File: src/design/mexu_pkg.sv
// ----------------------------------------------------------------------------
// mexu_pkg
// Shared types and constants of the COP0 exception entry unit.
// ----------------------------------------------------------------------------
package mexu_pkg;

    // Exception vectors.
    localparam logic [31:0] VEC_GENERAL = 32'h8000_0180;
    localparam logic [31:0] VEC_REFILL  = 32'h8000_0000;

    // Context and EntryHi masks.
    localparam logic [31:0] CTX_KEEP = 32'hFF80_000F;
    localparam logic [31:0] CTX_VPN  = 32'h007F_FFF0;
    localparam logic [31:0] HI_VPN   = 32'hFFFF_E000;

    // Cause fields.
    localparam logic [31:0] CAUSE_DELAY_SLOT = 32'h8000_0000;
    localparam logic [31:0] CE_ONE           = 32'h1000_0000;

    // ExcCode values, already placed at Cause bits 6..2.
    localparam logic [31:0] EXC_INT  = 32'd0;
    localparam logic [31:0] EXC_TLBL = 32'd8;
    localparam logic [31:0] EXC_ADEL = 32'd16;
    localparam logic [31:0] EXC_ADES = 32'd20;
    localparam logic [31:0] EXC_SYS  = 32'd32;
    localparam logic [31:0] EXC_BP   = 32'd36;
    localparam logic [31:0] EXC_CPU  = 32'd44;

    // Status bit positions.
    localparam int ST_IE  = 0;
    localparam int ST_EXL = 1;
    localparam int ST_ERL = 2;

    // MI audio bit and pending IP2 bit positions.
    localparam int MI_AUDIO = 2;
    localparam int IP2_BIT  = 2;

    localparam int IN_TDATA_W  = 120;
    localparam int OUT_TDATA_W = 232;

    typedef enum logic [2:0] {
        ACT_CHECK     = 3'd0,
        ACT_ADDR_ERR  = 3'd1,
        ACT_BREAK     = 3'd2,
        ACT_COP_UNUSE = 3'd3,
        ACT_INTERRUPT = 3'd4,
        ACT_TLB_MISS  = 3'd5,
        ACT_SYSCALL   = 3'd6,
        ACT_WR_STATUS = 3'd7
    } t_action;

    // One event, as held in the input register.
    typedef struct packed {
        t_action     action;
        logic        delay_slot;
        logic        from_read;
        logic [31:0] bad_vaddr;
        logic        cop_is_one;
        logic [31:0] cur_pc;
        logic        tlb_defined;
        logic [5:0]  mi_pending;
        logic [5:0]  mi_enable;
        logic        audio_irq;
        logic [31:0] status_data;
    } t_event;

    // One result, as held in the output register.
    typedef struct packed {
        logic [5:0]  mi_merged;
        logic [31:0] entryhi_out;
        logic [31:0] context_out;
        logic [31:0] badvaddr_out;
        logic [31:0] epc_out;
        logic [31:0] status_out;
        logic [31:0] cause_out;
        logic        want_interrupt;
        logic        taken;
        logic [31:0] next_pc;
    } t_result;

endpackage

File: src/design/mips_exception_entry_unit.sv
// ----------------------------------------------------------------------------
// mips_exception_entry_unit
// COP0 exception entry: keeps Status, Cause, EPC, BadVAddr, Context, EntryHi
// and the pending IP2 bit, and computes the new PC for each event.
//
// Each event transaction on the slave stream produces exactly one result
// transaction on the master stream. The unit has an input register and a
// result register with one level of bit logic between them, so it takes one
// event per clock cycle while the master side does not stall, and each result
// is presented on the master side once its event has moved on into the result
// register. The COP0 registers are updated when an event moves from the input
// register into the result register, so the next event already sees them.
// Back-pressure on the master side stalls the result register first; the input
// register keeps accepting until both are full. The audio merge configuration
// bit may only be written while no event is in flight.
// ----------------------------------------------------------------------------
module mips_exception_entry_unit (
    input  logic                                i_clk,
    input  logic                                i_rst_n,
    // Configuration: bit 0 is audio_merge_off.
    input  logic                                i_cfg_valid,
    output logic                                o_cfg_ready,
    input  logic                                i_cfg_data,
    // Event stream.
    input  logic                                s_axis_tvalid,
    output logic                                s_axis_tready,
    // tdata from bit 0 up: delay_slot, from_read, bad_vaddr[31:0], cop_is_one,
    // cur_pc[31:0], tlb_defined, mi_pending[5:0], mi_enable[5:0], audio_irq,
    // status_data[31:0], then zero padding to bit 119.
    input  logic [mexu_pkg::IN_TDATA_W-1:0]     s_axis_tdata,
    // tuser from bit 0 up: action[2:0].
    input  logic [2:0]                          s_axis_tuser,
    // Result stream.
    output logic                                m_axis_tvalid,
    input  logic                                m_axis_tready,
    // tdata from bit 0 up: next_pc[31:0], taken, want_interrupt,
    // cause_out[31:0], status_out[31:0], epc_out[31:0], badvaddr_out[31:0],
    // context_out[31:0], entryhi_out[31:0], mi_merged[5:0].
    output logic [mexu_pkg::OUT_TDATA_W-1:0]    m_axis_tdata
);
    import mexu_pkg::*;

    // Pipeline registers.
    logic    r_s1_valid;
    t_event  r_s1;
    logic    r_out_valid;
    t_result r_out;

    // Architectural state.
    logic        r_audio_merge_off;
    logic [31:0] r_status, n_status;
    logic [31:0] r_cause, n_cause;
    logic [31:0] r_epc, n_epc;
    logic [31:0] r_badvaddr, n_badvaddr;
    logic [31:0] r_context, n_context;
    logic [31:0] r_entryhi, n_entryhi;
    logic [7:0]  r_pending_ip, n_pending_ip;

    logic        advance;
    logic [5:0]  merged;
    logic        int_enabled;
    logic [31:0] exc_code;
    logic [31:0] enter_cause;
    logic [31:0] enter_epc;
    logic [31:0] next_pc;
    logic        taken;
    logic        want;

    // The result register frees up when it is empty or being taken, and the
    // input register moves forward whenever the result register can load.
    assign advance       = !r_out_valid || m_axis_tready;
    assign s_axis_tready = !r_s1_valid || advance;
    assign o_cfg_ready   = 1'b1;

    assign m_axis_tvalid = r_out_valid;
    assign m_axis_tdata  = r_out;

    // Audio merge is computed for every action.
    always_comb begin
        merged = r_s1.mi_pending;
        if (!r_audio_merge_off) begin
            merged[MI_AUDIO] = r_s1.audio_irq;
        end
    end

    assign int_enabled = r_status[ST_IE] && !r_status[ST_EXL] && !r_status[ST_ERL];

    // Exception code for the actions that go through the common entry path.
    always_comb begin
        case (r_s1.action)
            ACT_ADDR_ERR:  exc_code = r_s1.from_read ? EXC_ADEL : EXC_ADES;
            ACT_BREAK:     exc_code = EXC_BP;
            ACT_COP_UNUSE: exc_code = EXC_CPU | (r_s1.cop_is_one ? CE_ONE : 32'd0);
            ACT_INTERRUPT: exc_code = {16'd0, r_pending_ip, 8'd0} | EXC_INT;
            ACT_SYSCALL:   exc_code = EXC_SYS;
            default:       exc_code = EXC_TLBL;
        endcase
    end

    // A delay slot sets BD and points EPC at the branch, four bytes back.
    assign enter_cause = exc_code | (r_s1.delay_slot ? CAUSE_DELAY_SLOT : 32'd0);
    assign enter_epc   = r_s1.delay_slot ? (r_s1.cur_pc - 32'd4) : r_s1.cur_pc;

    always_comb begin
        n_status     = r_status;
        n_cause      = r_cause;
        n_epc        = r_epc;
        n_badvaddr   = r_badvaddr;
        n_context    = r_context;
        n_entryhi    = r_entryhi;
        n_pending_ip = r_pending_ip;
        next_pc      = r_s1.cur_pc;
        taken        = 1'b0;
        want         = 1'b0;
        unique case (r_s1.action) inside
            ACT_CHECK: begin
                // Refresh IP2 first; the enable test sees the new value.
                n_pending_ip[IP2_BIT] = |(r_s1.mi_enable & merged);
                want = int_enabled && (|(r_status[15:8] & n_pending_ip));
            end
            ACT_ADDR_ERR, ACT_BREAK, ACT_COP_UNUSE, ACT_SYSCALL: begin
                // These are entered even with EXL or ERL already set.
                if (r_s1.action == ACT_ADDR_ERR) begin
                    n_badvaddr = r_s1.bad_vaddr;
                end
                n_cause          = enter_cause;
                n_epc            = enter_epc;
                n_status[ST_EXL] = 1'b1;
                next_pc          = VEC_GENERAL;
                taken            = 1'b1;
            end
            ACT_INTERRUPT: begin
                if (int_enabled) begin
                    n_cause          = enter_cause;
                    n_epc            = enter_epc;
                    n_status[ST_EXL] = 1'b1;
                    next_pc          = VEC_GENERAL;
                    taken            = 1'b1;
                end
            end
            ACT_TLB_MISS: begin
                // Store misses are reported as load misses as well.
                n_badvaddr = r_s1.bad_vaddr;
                n_context  = (r_context & CTX_KEEP) | ({9'd0, r_s1.bad_vaddr[31:9]} & CTX_VPN);
                n_entryhi  = r_s1.bad_vaddr & HI_VPN;
                taken      = 1'b1;
                if (!r_status[ST_EXL]) begin
                    n_cause          = enter_cause;
                    n_epc            = enter_epc;
                    n_status[ST_EXL] = 1'b1;
                    next_pc          = r_s1.tlb_defined ? VEC_GENERAL : VEC_REFILL;
                end else begin
                    // Nested miss: no BD, EPC and Status kept, general vector.
                    n_cause = EXC_TLBL;
                    next_pc = VEC_GENERAL;
                end
            end
            ACT_WR_STATUS: begin
                n_status = r_s1.status_data;
            end
            default: begin
            end
        endcase
    end

    always_ff @(posedge i_clk) begin
        if (!i_rst_n) begin
            r_s1_valid        <= 1'b0;
            r_out_valid       <= 1'b0;
            r_audio_merge_off <= 1'b0;
            r_status          <= '0;
            r_cause           <= '0;
            r_epc             <= '0;
            r_badvaddr        <= '0;
            r_context         <= '0;
            r_entryhi         <= '0;
            r_pending_ip      <= '0;
        end else begin
            if (i_cfg_valid) begin
                r_audio_merge_off <= i_cfg_data;
            end
            if (s_axis_tready) begin
                r_s1_valid <= s_axis_tvalid;
            end
            if (advance) begin
                r_out_valid <= r_s1_valid;
                if (r_s1_valid) begin
                    r_status     <= n_status;
                    r_cause      <= n_cause;
                    r_epc        <= n_epc;
                    r_badvaddr   <= n_badvaddr;
                    r_context    <= n_context;
                    r_entryhi    <= n_entryhi;
                    r_pending_ip <= n_pending_ip;
                end
            end
        end
    end

    // Payload registers carry no reset.
    always_ff @(posedge i_clk) begin
        if (s_axis_tready && s_axis_tvalid) begin
            r_s1.action      <= t_action'(s_axis_tuser);
            r_s1.delay_slot  <= s_axis_tdata[0];
            r_s1.from_read   <= s_axis_tdata[1];
            r_s1.bad_vaddr   <= s_axis_tdata[33:2];
            r_s1.cop_is_one  <= s_axis_tdata[34];
            r_s1.cur_pc      <= s_axis_tdata[66:35];
            r_s1.tlb_defined <= s_axis_tdata[67];
            r_s1.mi_pending  <= s_axis_tdata[73:68];
            r_s1.mi_enable   <= s_axis_tdata[79:74];
            r_s1.audio_irq   <= s_axis_tdata[80];
            r_s1.status_data <= s_axis_tdata[112:81];
        end
        if (advance && r_s1_valid) begin
            r_out.next_pc        <= next_pc;
            r_out.taken          <= taken;
            r_out.want_interrupt <= want;
            r_out.cause_out      <= n_cause;
            r_out.status_out     <= n_status;
            r_out.epc_out        <= n_epc;
            r_out.badvaddr_out   <= n_badvaddr;
            r_out.context_out    <= n_context;
            r_out.entryhi_out    <= n_entryhi;
            r_out.mi_merged      <= merged;
        end
    end

    // A taken exception always lands on one of the two vectors.
    a_taken_vector: assert property (@(posedge i_clk) disable iff (!i_rst_n)
        (r_out_valid && r_out.taken) |->
            (r_out.next_pc == VEC_GENERAL || r_out.next_pc == VEC_REFILL))
        else $error("taken exception without a vector PC");

    // Only the interrupt check reports a wanted interrupt, and it never redirects.
    a_want_not_taken: assert property (@(posedge i_clk) disable iff (!i_rst_n)
        (r_out_valid && r_out.want_interrupt) |-> !r_out.taken)
        else $error("wanted interrupt together with a taken exception");

    // Every exception entry leaves EXL set.
    a_taken_exl: assert property (@(posedge i_clk) disable iff (!i_rst_n)
        (r_out_valid && r_out.taken) |-> r_out.status_out[ST_EXL])
        else $error("exception taken with EXL clear");

    // A stalled event stays in the input register untouched.
    a_s1_hold: assert property (@(posedge i_clk) disable iff (!i_rst_n)
        (r_s1_valid && !advance) |=> (r_s1_valid && $stable(r_s1)))
        else $error("input register lost a stalled event");

    // The result register mirrors the state registers it was loaded with.
    a_state_mirror: assert property (@(posedge i_clk) disable iff (!i_rst_n)
        r_out_valid |-> (r_out.status_out == r_status && r_out.cause_out == r_cause))
        else $error("result register out of step with COP0 state");

endmodule

File: config.mk
export PLATFORM = sky130hd
export DESIGN_NAME = mips_exception_entry_unit
export DESIGN_NICKNAME = d
export VERILOG_FILES = /design/src/design/mexu_pkg.sv /design/src/design/mips_exception_entry_unit.sv
export SDC_FILE = /design/constraint.sdc
export NUM_CORES = 1
export LEC_CHECK = 0
export BUFFER_PORTS_ARGS = -buffer_cell sky130_fd_sc_hd__buf_2
export CAP_MARGIN = 20
export CORE_MARGIN = 4
export CORE_UTILIZATION = 50
export CTS_CLUSTER_SIZE = 14
export DETAILED_ROUTE_END_ITERATION = 12
export GPL_ROUTABILITY_DRIVEN = 0
export HOLD_SLACK_MARGIN = 0.15
export PLACE_DENSITY = 0.73
export SYNTH_ARGS = -nofsm -noshare
export SYNTH_HDL_FRONTEND = slang
export SYNTH_SLANG_ARGS = --single-unit
File: constraint.sdc
create_clock -name i_clk -period 11.8 [get_ports i_clk]
set_input_delay 1.18 -clock i_clk [delete_from_list [all_inputs] [get_ports i_clk]]
set_output_delay 1.18 -clock i_clk [all_outputs]
set_load 0.005 [all_outputs]
==> flow_results.org <==
** Hold path
- Hold Crit Endpoint :: r_badvaddr[11]
- Along the worst hold path, the cell count comes to 2.
- The path class of the tightest hold or removal check is register to register.
- The worst hold path begins at r_badvaddr[11].

** Logic synthesis
- Most used flip-flop cell after synthesis :: sky130_fd_sc_hd__edfxtp_1
- Cell count after synthesis :: about 1500
- In this run the cell area of the synthesized design comes to between 15000 and 20000 um^2.
- The synthesized design contains between 300 and 400 enable-type register cells.
- Number of different library cells in the post-synthesis netlist :: 52
- Each instance of the synthesized netlist takes up on average ~12 um^2.
- Total of warnings raised by yosys :: 0
- Of all flip-flops after synthesis, the portion carrying an async set or reset was 0%.
- Synthesis inferred between 500 and 600 register bits.
- Portion of the post-synthesis area used by sequential elements :: just over 70%

** CTS
- After clock tree synthesis, the clock-pin slew on the worst setup and hold paths is ~0.060 ns.
- In this run, CTS created clock tree buffers numbering 51.
- Counting every sink on the clock net gives 518.
- Source-to-sink clock delay at the later pin of the worst-skew pair :: between 0.5 and 0.6 ns
- CTS tree :: done
- Post-CTS setup buffers :: 0
- H-Tree Level Count :: 2
- Post-CTS repair changed the size of 0 cells.
- No sink is reached through more buffers than the 3 on the longest clock path.
- The number of hold buffers added after CTS was 0.
- Library cell used as clock root buffer :: sky130_fd_sc_hd__clkbuf_16

** Setup path
- The worst setup path is captured at a register.
- In this run the worst path has a maximum fanout of between 150 and 200.
- Data on the critical path is required at its endpoint by approximately 12 ns.
- In this run the register-to-register setup slack is 7.97 ns.
- The most critical setup path has its startpoint at m_axis_tready.
- Startpoint of the worst register-to-register path :: m_axis_tvalid
- Crit path launch type :: input pin
- The worst setup path is of the input pin to register kind.
- R2R depth :: 9
- Reg-to-reg critical path endpoint :: r_entryhi[31]
- Data arrives at the worst endpoint at roughly 4.5 ns.

** Timing
- Slew margin rel. :: 31.6%
- Setup repair after global routing left no endpoint under its margin.
- The count of final max-slew check failures came to 0.
- Worst slew pin tran :: 1.02 ns
- For the finished layout, the period the worst path requires is 4.10 ns.
- On the final layout, the worst clock skew is around 0.015 ns.
- Ratio of final minimum period to clock period :: a little over a third
- Top achievable clock speed :: approximately 240 MHz
- Adding up every negative setup slack in the final design gives 0 ns.
- Number of hold violations in the final report :: 0
- Endpoints failing setup :: 0
- Worst hold-check slack :: between 0.4 and 0.5 ns

** Route
- For this block, the initial DRC count from the detailed router was between 800 and 900.
- The final route contains between 10000 and 15000 vias.
- Remaining number of nets flagged by the antenna check after routing :: 0
- Number of optimization iterations in the first detailed-route pass :: 5
- Drt total wl :: about 43000 um
- Average via count per standard cell :: about 5.1
- Drc violations :: 0
- In the final routed layout, each cell accounts on average for roughly 18 um.

** GRT
- The initial antenna violation count came to 10.
- Via count of the first global-routing pass :: 12100
- The first global-routing pass estimated 67100 um of wire.
- Pin count of the biggest net entering global routing :: approximately 170
- Combined global-route utilization of all metal layers :: between 20% and 30%
- Overflow left after global routing :: 0

** Pwr
- The worst-case IR drop observed on VDD is approximately 120 uV.
- Pwr dens :: about 170 nW/um^2
- Overall power :: between 3 and 4 mW
- Leakage power :: 8.96 nW

** Placement
- Buffers placed on the I/O ports in this run total roughly 340.
- Placed Area :: 21000 um^2
- The wire-length estimate of the detail-placed layout is 27500 um.

** Floorplanning
- After floorplanning, the core was sized to cover roughly 37000 um^2.
- In this run the horizontal extent of the chip is ~200 um.
- The floorplan step defined a die boundary enclosing 41000 um^2.
- IO Pins :: between 300 and 400
- In this run the vertical extent of the chip is slightly above 200 um.
- Standard-cell rows :: 70
- Once the floorplan was initialized, standard cells occupied ~51% of the core.

** Layout
- Once layout is done, the placed cells without fillers occupy between 20000 and 25000 um^2.
- Most frequent cells in the layout :: sky130_fd_sc_hd__nand2_1, sky130_fd_sc_hd__buf_2, sky130_fd_sc_hd__edfxtp_1
- Cells with a size suffix above 1 make up 26.3% of the layout.
- After the last flow step, the layout net total stands at a little under 2000.
- Leaving out fill and tap cells, the most frequent cell in the layout is sky130_fd_sc_hd__nand2_1.
- Fill cell total of the finished layout :: about 2900
- Relative area change from synthesis to final layout :: 20.8%

** Status
- Result of the run :: finished clean

** Flow run
- Count of max-cap constraint violations :: 0
-- worst max path at each step --
| stage | to | slack (ns) | depth (start not counted) |
|---|---|---|---|
| after global routing | r_context[12] | 7.37 | 10 |
| after floorplan | m_axis_tdata[0] | 3.28 | 5 |
| after global placement | r_entryhi[15] | 7.13 | 10 |
| after CTS | r_context[12] | 7.66 | 10 |
| after detailed placement | r_context[12] | 7.06 | 10 |
| final | r_entryhi[31] | 7.70 | 10 |
-- kinds of logic (layout without fill, tap and decap cells) --
family	after synthesis	after routing	synth area share (%)
simple gates	624	624	15.2
flops	518	518	72.5
compound gates	214	214	6.14
buf+inv	105	461	2.43
mux	37	37	2.20
xor+xnor	30	30	1.39
other cells	2	22	0.0397
fa+ha+maj	1	1	0.0661
-- where the power goes --
group	internal (mW)	switching (mW)	total, mW
combinational	0.0814	0.138	0.219
clock	1.02	0.677	1.70
sequential	2.02	0.0401	2.06
total	3.12	0.854	3.98
-- synthesized netlist by cell type (4+ instances only) --
library cell,number,area share [%]
sky130_fd_sc_hd__nor4_1,4,0.13
sky130_fd_sc_hd__inv_1,6,0.12
sky130_fd_sc_hd__mux2_2,36,2.1
sky130_fd_sc_hd__nor2_1,74,1.5
sky130_fd_sc_hd__nor3_1,10,0.26
sky130_fd_sc_hd__xor2_1,8,0.37
sky130_fd_sc_hd__a211oi_1,8,0.32
sky130_fd_sc_hd__a21oi_1,160,4.2
sky130_fd_sc_hd__and3_1,40,1.3
sky130_fd_sc_hd__xnor2_1,22,1.0
sky130_fd_sc_hd__clkbuf_1,73,1.4
sky130_fd_sc_hd__buf_1,7,0.14
sky130_fd_sc_hd__o21ai_0,27,0.71
sky130_fd_sc_hd__nand2_1,391,7.8
sky130_fd_sc_hd__edfxtp_1,335,53
sky130_fd_sc_hd__a22o_1,4,0.19
sky130_fd_sc_hd__dfxtp_1,183,19
sky130_fd_sc_hd__buf_4,15,0.60
sky130_fd_sc_hd__a22oi_1,4,0.16
sky130_fd_sc_hd__and2_1,67,2.2
-- per-layer routing --
metal	global-route usage, %	vias up	wire length (um)	part of all wire, %
li1	-	5942	-	-
met4	6.43	8	952	2.2
met1	26.9	5885	17800	41
met3	5.08	59	3300	7.7
met5	0	-	47	0.11
met2	33.8	419	21000	49
-- stage by stage --
| stage | util, % | std cells | setup slack [ns] |
|---|---|---|---|
| 2_1_floorplan | - | 1543 | 3.28 |
| 3_3_place_gp | 56.9 | 2305 | 7.13 |
| 3_5_place_dp | 56.9 | 2305 | 7.06 |
| 4_1_cts | 61.7 | 2401 | 7.66 |
| 5_1_grt | 61.8 | 2406 | 7.37 |
| 6_report | 61.8 | 2411 | 7.70 |
-- area by class of cell --
class / count / area (um^2) / share of cell area [%]
clock buffers: 74 / 1460 / 6.40
flip-flops and latches: 518 / 13700 / 60.0
diodes: 8 / 20.0 / 0.0876
well taps: 504 / 631 / 2.76
repair buffers: 358 / 1860 / 8.16
multi-input cells: 920 / 4810 / 21.0
clock inverters: 22 / 308 / 1.35
inverters: 7 / 36.3 / 0.159
-- critical path: stages --
cell and delay [ns]:
sky130_fd_sc_hd__buf_2 0.08, sky130_fd_sc_hd__nor2b_1 0.06, sky130_fd_sc_hd__nand2b_2 0.18, sky130_fd_sc_hd__buf_4 0.32
sky130_fd_sc_hd__inv_8 0.55, sky130_fd_sc_hd__buf_12 0.63, sky130_fd_sc_hd__nand2_1 0.69, sky130_fd_sc_hd__buf_4 0.45
sky130_fd_sc_hd__nand2_1 0.11, sky130_fd_sc_hd__a21oi_1 0.07
-- state kept, by name, indices dropped and copies added (netlist names) --
register / count
m_axis_tdata: 219
r_s1: 111
r_badvaddr: 32
r_cause: 32
r_entryhi: 32
r_epc: 32
r_status: 32
r_context: 19
merged: 5
m_axis_tvalid: 1
r_audio_merge_off: 1
r_pending_ip: 1
r_s1_valid: 1
Note: power is estimated with default switching activity, not from simulation.
